$ cat config.mk
export PLATFORM = sky130hd
export DESIGN_NAME = banked_register_file_mode_switch
export DESIGN_NICKNAME = d
export VERILOG_FILES = /design/src/rtl/core/brf_pkg.sv /design/src/rtl/core/banked_register_file_mode_switch.sv
export SDC_FILE = /design/constraint.sdc
export NUM_CORES = 2
export LEC_CHECK = 0
export ABC_AREA = 1
export BUFFER_PORTS_ARGS = -buffer_cell sky130_fd_sc_hd__buf_2
export CORE_AREA = 2 2 388 429
export DETAILED_ROUTE_END_ITERATION = 6
export DIE_AREA = 0 0 390 431
export PLACE_DENSITY = 0.62
export SETUP_SLACK_MARGIN = 0.3
export SKIP_CTS_REPAIR_TIMING = 1
export SLEW_MARGIN = 20
export SYNTH_ARGS = -nofsm -noshare
export SYNTH_HDL_FRONTEND = slang
export SYNTH_SLANG_ARGS = --single-unit
$ cat constraint.sdc
create_clock -name clk -period 14.5 [get_ports clk]
set_input_delay 1.45 -clock clk [delete_from_list [all_inputs] [get_ports clk]]
set_output_delay 1.45 -clock clk [all_outputs]
set_load 0.005 [all_outputs]
$ cat src/rtl/core/brf_pkg.sv
package brf_pkg;

  // Item operations
  typedef enum logic [1:0] {
    OP_READ   = 2'd0,
    OP_WRITE  = 2'd1,
    OP_SWITCH = 2'd2,
    OP_RESET  = 2'd3
  } op_t;

  // Register banks, one per group of modes that share sp, lr and saved status
  typedef enum logic [2:0] {
    BANK_USR  = 3'd0,
    BANK_FAST = 3'd1,
    BANK_IRQ  = 3'd2,
    BANK_SVC  = 3'd3,
    BANK_ABT  = 3'd4,
    BANK_UND  = 3'd5
  } bank_t;

  localparam int NUM_BANKS = 6;
  localparam int NUM_REGS  = 16;
  localparam int NUM_FIQ   = 5;

  // Mode field codes
  localparam logic [4:0] MODE_FIQ = 5'h11;
  localparam logic [4:0] MODE_IRQ = 5'h12;
  localparam logic [4:0] MODE_SVC = 5'h13;
  localparam logic [4:0] MODE_ABT = 5'h17;
  localparam logic [4:0] MODE_UND = 5'h1B;
  localparam logic [4:0] MODE_SYS = 5'h1F;

  // Register indexes
  localparam logic [4:0] IDX_SPSR = 5'd16;
  localparam logic [3:0] REG_R8   = 4'd8;
  localparam logic [3:0] REG_SP   = 4'd13;
  localparam logic [3:0] REG_LR   = 4'd14;
  localparam logic [3:0] REG_PC   = 4'd15;

  // Post-boot values
  localparam logic [31:0] BOOT_SP_USR = 32'h0300_7F00;
  localparam logic [31:0] BOOT_SP_SVC = 32'h0300_7FE0;
  localparam logic [31:0] BOOT_SP_IRQ = 32'h0300_7FA0;
  localparam logic [31:0] BOOT_ENTRY  = 32'h0800_0000;

  // Map a mode field to its bank; unknown codes fall back to user
  function automatic bank_t bank_of(input logic [4:0] mode);
    bank_t b;
    case (mode)
      MODE_FIQ: b = BANK_FAST;
      MODE_IRQ: b = BANK_IRQ;
      MODE_SVC: b = BANK_SVC;
      MODE_ABT: b = BANK_ABT;
      MODE_UND: b = BANK_UND;
      default:  b = BANK_USR;
    endcase
    return b;
  endfunction

endpackage

$ cat src/rtl/core/banked_register_file_mode_switch.sv
// Banked register file with processor mode switching.
// The result beat becomes valid in the cycle after its input beat is accepted.
// Throughput: one item per cycle while the result side is not stalled; all bank swaps are parallel flop moves.
// Reset (rst, synchronous): skip_boot_rom clears, all registers and banks clear, mode
// becomes supervisor; a reset item keeps skip_boot_rom and, if set, seeds boot values and system mode.
module banked_register_file_mode_switch
  import brf_pkg::*;
(
  input  logic        clk,
  input  logic        rst,
  input  logic        cfg_wr_en,
  input  logic        cfg_wr_data,
  input  logic        in_valid,
  output logic        in_ready,
  input  logic [1:0]  operation,
  input  logic [4:0]  reg_index,
  input  logic [31:0] write_data,
  input  logic [4:0]  new_mode,
  output logic        out_valid,
  input  logic        out_ready,
  output logic [31:0] read_data,
  output logic [4:0]  current_mode
);

  logic [31:0] regs      [NUM_REGS];
  logic [31:0] bank_sp   [NUM_BANKS];
  logic [31:0] bank_lr   [NUM_BANKS];
  logic [31:0] bank_spsr [NUM_BANKS];
  logic [31:0] fiq_usr   [NUM_FIQ];
  logic [31:0] fiq_fiq   [NUM_FIQ];
  logic [31:0] spsr;
  logic [4:0]  mode;
  logic        skip_boot_rom;

  logic        accept;
  op_t         op;
  bank_t       from_bank;
  bank_t       to_bank;
  logic        bank_change;
  logic        fiq_swap;
  logic        do_boot;
  logic        boot_skip;
  logic [31:0] rd_value;
  logic [4:0]  mode_next;

  // Post-boot value of a visible register
  function automatic logic [31:0] boot_reg(input logic [3:0] r);
    logic [31:0] v;
    case (r)
      REG_SP:         v = BOOT_SP_USR;
      REG_LR, REG_PC: v = BOOT_ENTRY;
      default:        v = '0;
    endcase
    return v;
  endfunction

  // Post-boot stack pointer of a bank
  function automatic logic [31:0] boot_sp(input bank_t b);
    logic [31:0] v;
    case (b)
      BANK_FAST, BANK_ABT, BANK_UND: v = BOOT_SP_USR;
      BANK_SVC:                      v = BOOT_SP_SVC;
      BANK_IRQ:                      v = BOOT_SP_IRQ;
      default:                       v = '0;
    endcase
    return v;
  endfunction

  // Take a new beat whenever the result register is free or draining
  assign in_ready = !rst && (!out_valid || out_ready);
  assign accept   = in_valid && in_ready;
  assign op       = op_t'(operation);

  assign from_bank   = bank_of(mode);
  assign to_bank     = bank_of(new_mode);
  assign bank_change = (from_bank != to_bank);
  assign fiq_swap    = bank_change && (from_bank == BANK_FAST || to_bank == BANK_FAST);

  assign do_boot   = rst || (accept && op == OP_RESET);
  assign boot_skip = !rst && skip_boot_rom;

  // Decode the read and the mode after this item
  always_comb begin
    rd_value = '0;
    if (op == OP_READ) begin
      if (!reg_index[4]) begin
        rd_value = regs[reg_index[3:0]];
      end else if (reg_index == IDX_SPSR) begin
        rd_value = spsr;
      end
    end
    case (op)
      OP_SWITCH: mode_next = new_mode;
      OP_RESET:  mode_next = skip_boot_rom ? MODE_SYS : MODE_SVC;
      default:   mode_next = mode;
    endcase
  end

  // Configuration register
  always_ff @(posedge clk) begin
    if (rst) begin
      skip_boot_rom <= 1'b0;
    end else if (cfg_wr_en) begin
      skip_boot_rom <= cfg_wr_data;
    end
  end

  // Register file, banks and mode
  always_ff @(posedge clk) begin
    if (do_boot) begin
      for (int i = 0; i < NUM_REGS; i++) begin
        regs[4'(i)] <= boot_skip ? boot_reg(4'(i)) : '0;
      end
      for (int b = 0; b < NUM_BANKS; b++) begin
        bank_sp[3'(b)]   <= boot_skip ? boot_sp(bank_t'(3'(b))) : '0;
        bank_lr[3'(b)]   <= '0;
        bank_spsr[3'(b)] <= '0;
      end
      for (int i = 0; i < NUM_FIQ; i++) begin
        fiq_usr[3'(i)] <= '0;
        fiq_fiq[3'(i)] <= '0;
      end
      spsr <= '0;
      mode <= boot_skip ? MODE_SYS : MODE_SVC;
    end else if (accept) begin
      case (op)
        OP_WRITE: begin
          if (!reg_index[4]) begin
            regs[reg_index[3:0]] <= write_data;
          end else if (reg_index == IDX_SPSR) begin
            spsr <= write_data;
          end
        end
        OP_SWITCH: begin
          // Store sp, lr, saved status to the old bank and load the new one
          if (bank_change) begin
            bank_sp[from_bank]   <= regs[REG_SP];
            bank_lr[from_bank]   <= regs[REG_LR];
            bank_spsr[from_bank] <= spsr;
            regs[REG_SP]         <= bank_sp[to_bank];
            regs[REG_LR]         <= bank_lr[to_bank];
            spsr                 <= bank_spsr[to_bank];
          end
          // Swap r8..r12 when entering or leaving FIQ
          if (fiq_swap) begin
            for (int i = 0; i < NUM_FIQ; i++) begin
              if (from_bank == BANK_FAST) begin
                fiq_fiq[3'(i)] <= regs[REG_R8 + 4'(i)];
              end else begin
                fiq_usr[3'(i)] <= regs[REG_R8 + 4'(i)];
              end
              regs[REG_R8 + 4'(i)] <= (to_bank == BANK_FAST) ? fiq_fiq[3'(i)]
                                                             : fiq_usr[3'(i)];
            end
          end
          mode <= mode_next;
        end
        default: begin
        end
      endcase
    end
  end

  // Result register: load on accept, drop once taken
  always_ff @(posedge clk) begin
    if (rst) begin
      out_valid <= 1'b0;
    end else if (accept) begin
      out_valid <= 1'b1;
    end else if (out_ready) begin
      out_valid <= 1'b0;
    end
  end

  always_ff @(posedge clk) begin
    if (accept) begin
      read_data    <= rd_value;
      current_mode <= mode_next;
    end
  end

endmodule

* Word-level counts from Yosys, hierarchy flattened
Memory sizes are Yosys's and may differ from the RTL's.
Index checks and enable logic that the tools add are counted.
** Storage, ports and cells
- Flip-flop bits (word level) :: 76
- Bits in writable memories :: 1408
- Input port bits :: 50
- Word-level logic and storage cells :: 159
- Memories kept :: 6
** Operators by class
- Eq/ne operators :: 20
- Multiplexer cells :: 89
- Bitwise operators :: 17
- Reductions and logical operators :: 21
** Memories
- regs :: words 16, bits a word 32, read ports 8, clocked after memory_dff 0, write ports 16, RTL line banked_register_file_mode_switch.sv:25 : logic [31:0] regs [NUM_REGS];
- bank_lr :: words 6, bits a word 32, read ports 1, clocked after memory_dff 0, write ports 6, RTL line banked_register_file_mode_switch.sv:27 : logic [31:0] bank_lr [NUM_BANKS];
- bank_sp :: words 6, bits a word 32, read ports 1, clocked after memory_dff 0, write ports 6, RTL line banked_register_file_mode_switch.sv:26 : logic [31:0] bank_sp [NUM_BANKS];
- bank_spsr :: words 6, bits a word 32, read ports 1, clocked after memory_dff 0, write ports 6, RTL line banked_register_file_mode_switch.sv:28 : logic [31:0] bank_spsr [NUM_BANKS];
- fiq_fiq :: words 5, bits a word 32, read ports 5, clocked after memory_dff 0, write ports 5, RTL line banked_register_file_mode_switch.sv:30 : logic [31:0] fiq_fiq [NUM_FIQ];
- fiq_usr :: words 5, bits a word 32, read ports 5, clocked after memory_dff 0, write ports 5, RTL line banked_register_file_mode_switch.sv:29 : logic [31:0] fiq_usr [NUM_FIQ];
** Operators with widths (number)
- $mux W32 :: 41
- $reduce_or A32 Y1 :: 4
- $pmux W32 S2 :: 1
- $eq A5 B5 Y1 const B :: 11
- $mux W1 :: 35
- $pmux W3 S5 :: 2
- $or A1 B1 Y1 :: 17
- $mux W5 :: 3
- $mux W4 :: 3
- $pmux W5 S2 :: 1
- $mux W3 :: 3
- $reduce_bool A2 Y1 :: 4
- $eq A3 B1 Y1 const B :: 2
- $ne A2 B2 Y1 const B :: 3
- $logic_and A1 B1 Y1 :: 5
- $reduce_and A5 Y1 :: 1
- $eq A2 B2 Y1 const B :: 2
- $logic_or A1 B1 Y1 :: 3
- $ne A3 B3 Y1 :: 1
- $eq A2 B1 Y1 const B :: 1
- $logic_not A1 Y1 :: 2
- $logic_not A2 Y1 :: 1
- $reduce_and A2 Y1 :: 1

* Longest topological paths before layout
- Depth after elaboration :: 11
- Depth in mapped cells :: 17
- Depth with buffers taken out :: 15

* Worst setup path after synthesis
Ideal clock, no wire load.
- Kind :: input port to flip-flop
- Start :: input port new_mode[2]
- End :: memory bank_lr[0][0] (enable)
- Arrival time :: 9.533 ns
- Data required time :: 13.817 ns
- Path slack :: 4.284 ns
- Cell stages on the path :: 13
- Path buffers :: 2
- Cell sequence :: nor2_1 -> nand3_1 -> inv_2 -> nor2_1 -> nand2_1 -> nand2_1 -> nand2_1 -> nand3_1 -> buf_2 -> nor2_2 -> inv_2 -> buf_2 -> o21ai_0
** RTL lines
- from (decl) :: RTL line banked_register_file_mode_switch.sv:18 : input logic [4:0] new_mode,
- to (decl) :: RTL line banked_register_file_mode_switch.sv:27

==> impl_metrics.yaml <==
yosys:
  synth.area.top_cells: "edfxtp_1 67%, nand2_1 7.3%, nor2_1 6.9%, inv_1 3.4%, o21ai_0 2.7%"
  yosysTopAreaCellShare_pct: 66.8
  synth_seq_area_share_pct: 67.8
  synth_area_mm2: 0.0683
  synthSimpleGateAreaFrac_pct: 17.6
  synth_top_family_by_area: "simple AND/OR/NAND/NOR gates"
  syn_avg_cell_area_um2: 10.3
  ys_ff_latch: 1554
  synth_compound_area_share_pct: 8.48
  synth_top_area_cell: "edfxtp_1"
  synthAdderAreaFrac_pct: 0
  postSynthCellCount: 6632
  synthMuxAreaShare_pct: 0
  synthXorXnorAreaFrac_pct: 0
  ys_types: 32
  yosys_warnings: 0
finish:
  final_cell_mix: "1520 x edfxtp_1, 1308 x nand2_1, 1239 x nor2_1, 621 x inv_1, 368 x o21ai_0"
  layout.nets: 6670
  final_cells: 8888
  layout-drive-gt1-share_pct: 7.26
  layout_commonest_cell: "edfxtp_1"
  fillers: 15000
  synthToLayoutAreaGrowth_pct: 11.7
timing:
  final_max_slew_viol_count: 0
  post-route-period-util_pct: 50.0
  skew_ns: 0.0477
  grt_setup_unrepaired: "no"
  timing.final.crit_period_ns: 7.25
  final.setup.tns_ns: 0
  hold_ws_ns: 0.507
  setup_violations: 0
  relSlewSlack_pct: 3.98
  finalHoldViolations: 0
  tightest_slew_ns: 1.43
  max_freq_mhz: 138
floorplan:
  die_area_mm2: 0.168
  rows: 156
  io-pin-count: 89
  core_region_area_mm2: 0.164
  initial_utilization_pct: 41.8
  die_x_um: 390
  die-height_um: 431
grt:
  use_met2_pct: 39.5
  gr-max-usage-layer: "met2"
  grt_remaining_overflow: 0
  grt_use_met3_pct: 5.66
  groute.usage.overall_pct: 25.5
  grt_start_max_net_pins: 174
  grt_pass1_wl_um: 318000
  antenna_found_initial: 12
  use_met1_pct: 34.1
  first_global_vias: 47700
clock_network:
  clkTransAtPathRegs_ns: 0.06
  cts_tree: "done"
  htreeDepth: 4
  clockBufferDepth: 3
  cts.sinks: 1554
  root_buffer: "clkbuf_16"
  clock_latency_ns: 0.83
  numCtsBuffers: 164
drt:
  viasPerCell: 5.62
  vias: 50000
  routedWlPerCell_um: 24.4
  routed_wl_um: 216000
  ant_nets: 0
  drc_errors: 0
  drt-initial-drc-count: 6483
  firstDrtPassIters: 6
power:
  seqPwrFrac_pct: 51.9
  pwr-share-clk_pct: 41.4
  swShare_pct: 24.0
  vdd_drop_max_mv: 0.0907
  p_per_area_mw_per_mm2: 131
  power_uw: 10000
  combPwrFrac_pct: 6.8
  p_switching_uw: 2410
  power_leakage_uw: 0.0294
  cell_internal_pwr_uw: 7620
worst_setup_path:
  crit_fanout: 95
  r2r-start: "mode[1]"
  cp.required_ns: 14.90
  worstSetupPathType: "in2reg"
  critPathLaunchType: "primary input"
  endpoint_kind: "flop"
  crit_start: "new_mode[2]"
  critPathArrivalTime_ns: 7.65
placement:
  io_buffers: 88
  place_congestion: 0.923
  place_inst: 8587
  dp_hpwl_um: 128000
min_path:
  min_from: "spsr[14]"
  worstHoldPathType: "reg2reg"
run:
  cap_violations: 0
status:
  status: "finished clean"
[final timing paths]
path / endpoint / slack, ns / cells past startpoint
worst max-delay path: fiq_usr[0][46] / 7.25 / 14
worst min-delay path: spsr[14] / 0.51 / 2
worst max register to register: fiq_usr[0][46] / 8.55 / 14
worst min register to register: spsr[14] / 0.51 / 2
[critical path: stages]
cell and delay, ns:
buf_2 0.12, nor2_1 0.40, nand3_4 0.27, inv_6 0.59, nor2_4 0.40, nand2_1 0.17
nand2_1 0.06, nand2_1 0.12, nand2_1 0.14, nor2_4 0.77, buf_4 0.65, nand2_8 0.53
nand2_4 0.85, buf_4 0.88
[per-stage QoR]
| step | setup slack (ns) | util [%] | cell area [um^2] |
|---|---|---|---|
| finish | 7.25 | 46.7 | 76400 |
| global route | 6.85 | 46.7 | 76400 |
| CTS | 7.20 | 46.7 | 76400 |
| detailed placement | 6.39 | 43.5 | 71100 |
| global placement | 6.50 | 43.5 | 71100 |
| floorplan | 4.28 | - | 68600 |
[power groups by stage]
stage,registers [uW],clock network (uW),logic [uW]
3_5_place_dp,5290,0,664
2_1_floorplan,5290,0,379
6_report,5200,4150,677
5_1_grt,5220,4340,725
3_3_place_gp,5280,0,659
4_1_cts,5200,4170,668
[layout make-up]
type	instances	area [um^2]	share of cell area (%)
inverter	638	2400	3.15
tap	2133	2670	3.49
sequential	1554	46300	60.7
clock inverter	92	867	1.14
clock buffer	206	4350	5.69
timing repair buffer	208	1350	1.77
antenna	3	7.51	0.00983
multi-input combinational	4054	18400	24.1
[cell usage after synthesis]
cell type     n
nor4_1        1
nand2_1    1328
nand3_1     291
inv_2        10
a22oi_1     136
buf_1        66
buf_2        61
a21boi_0      1
o21ai_4       1
a21oi_1      90
o22ai_1     198
nand4_1      59
o21ai_0     375
nor3_2        1
conb_1        1
inv_1       625
nor2_1     1248
nor3_1       92
a211oi_1      1
nor2_2        2
clkbuf_1    326
a22o_1       31
o21ai_1       9
o21a_1       64
nand2_2       2
nor2_4        2
o211ai_1     51
edfxtp_1   1520
nand3_2       1
clkinv_1      3
dfxtp_1      34
buf_4         2
[flip-flops by register name, summed over array words and instances (netlist names)]
signal,flops
current_mode,5
regs,512
fiq_usr,160
bank_sp,224
spsr,32
mode,5
read_data,32
skip_boot_rom,1
fiq_fiq,160
bank_lr,218
bank_spsr,204
out_valid,1
[routing by layer]
| layer | wire length (um) | up-vias | share of wire [%] |
|---|---|---|---|
| li1 | - | 22400 | - |
| met1 | 84500 | 24600 | 39 |
| met2 | 98300 | 2561 | 45 |
| met3 | 22800 | 412 | 11 |
| met4 | 10800 | 4 | 5.0 |
| met5 | 27 | - | 0.012 |
[logic make-up (layout without fill, tap and decap cells)]
group / count (synthesis) / after routing
DFF: 1554 / 1554
and+or+nand+nor: 3027 / 3027
AOI/OAI and AO/OA: 957 / 957
other: 1 / 73
buffers and inverters: 1093 / 1144
Power figures use the tool's default switching activity.
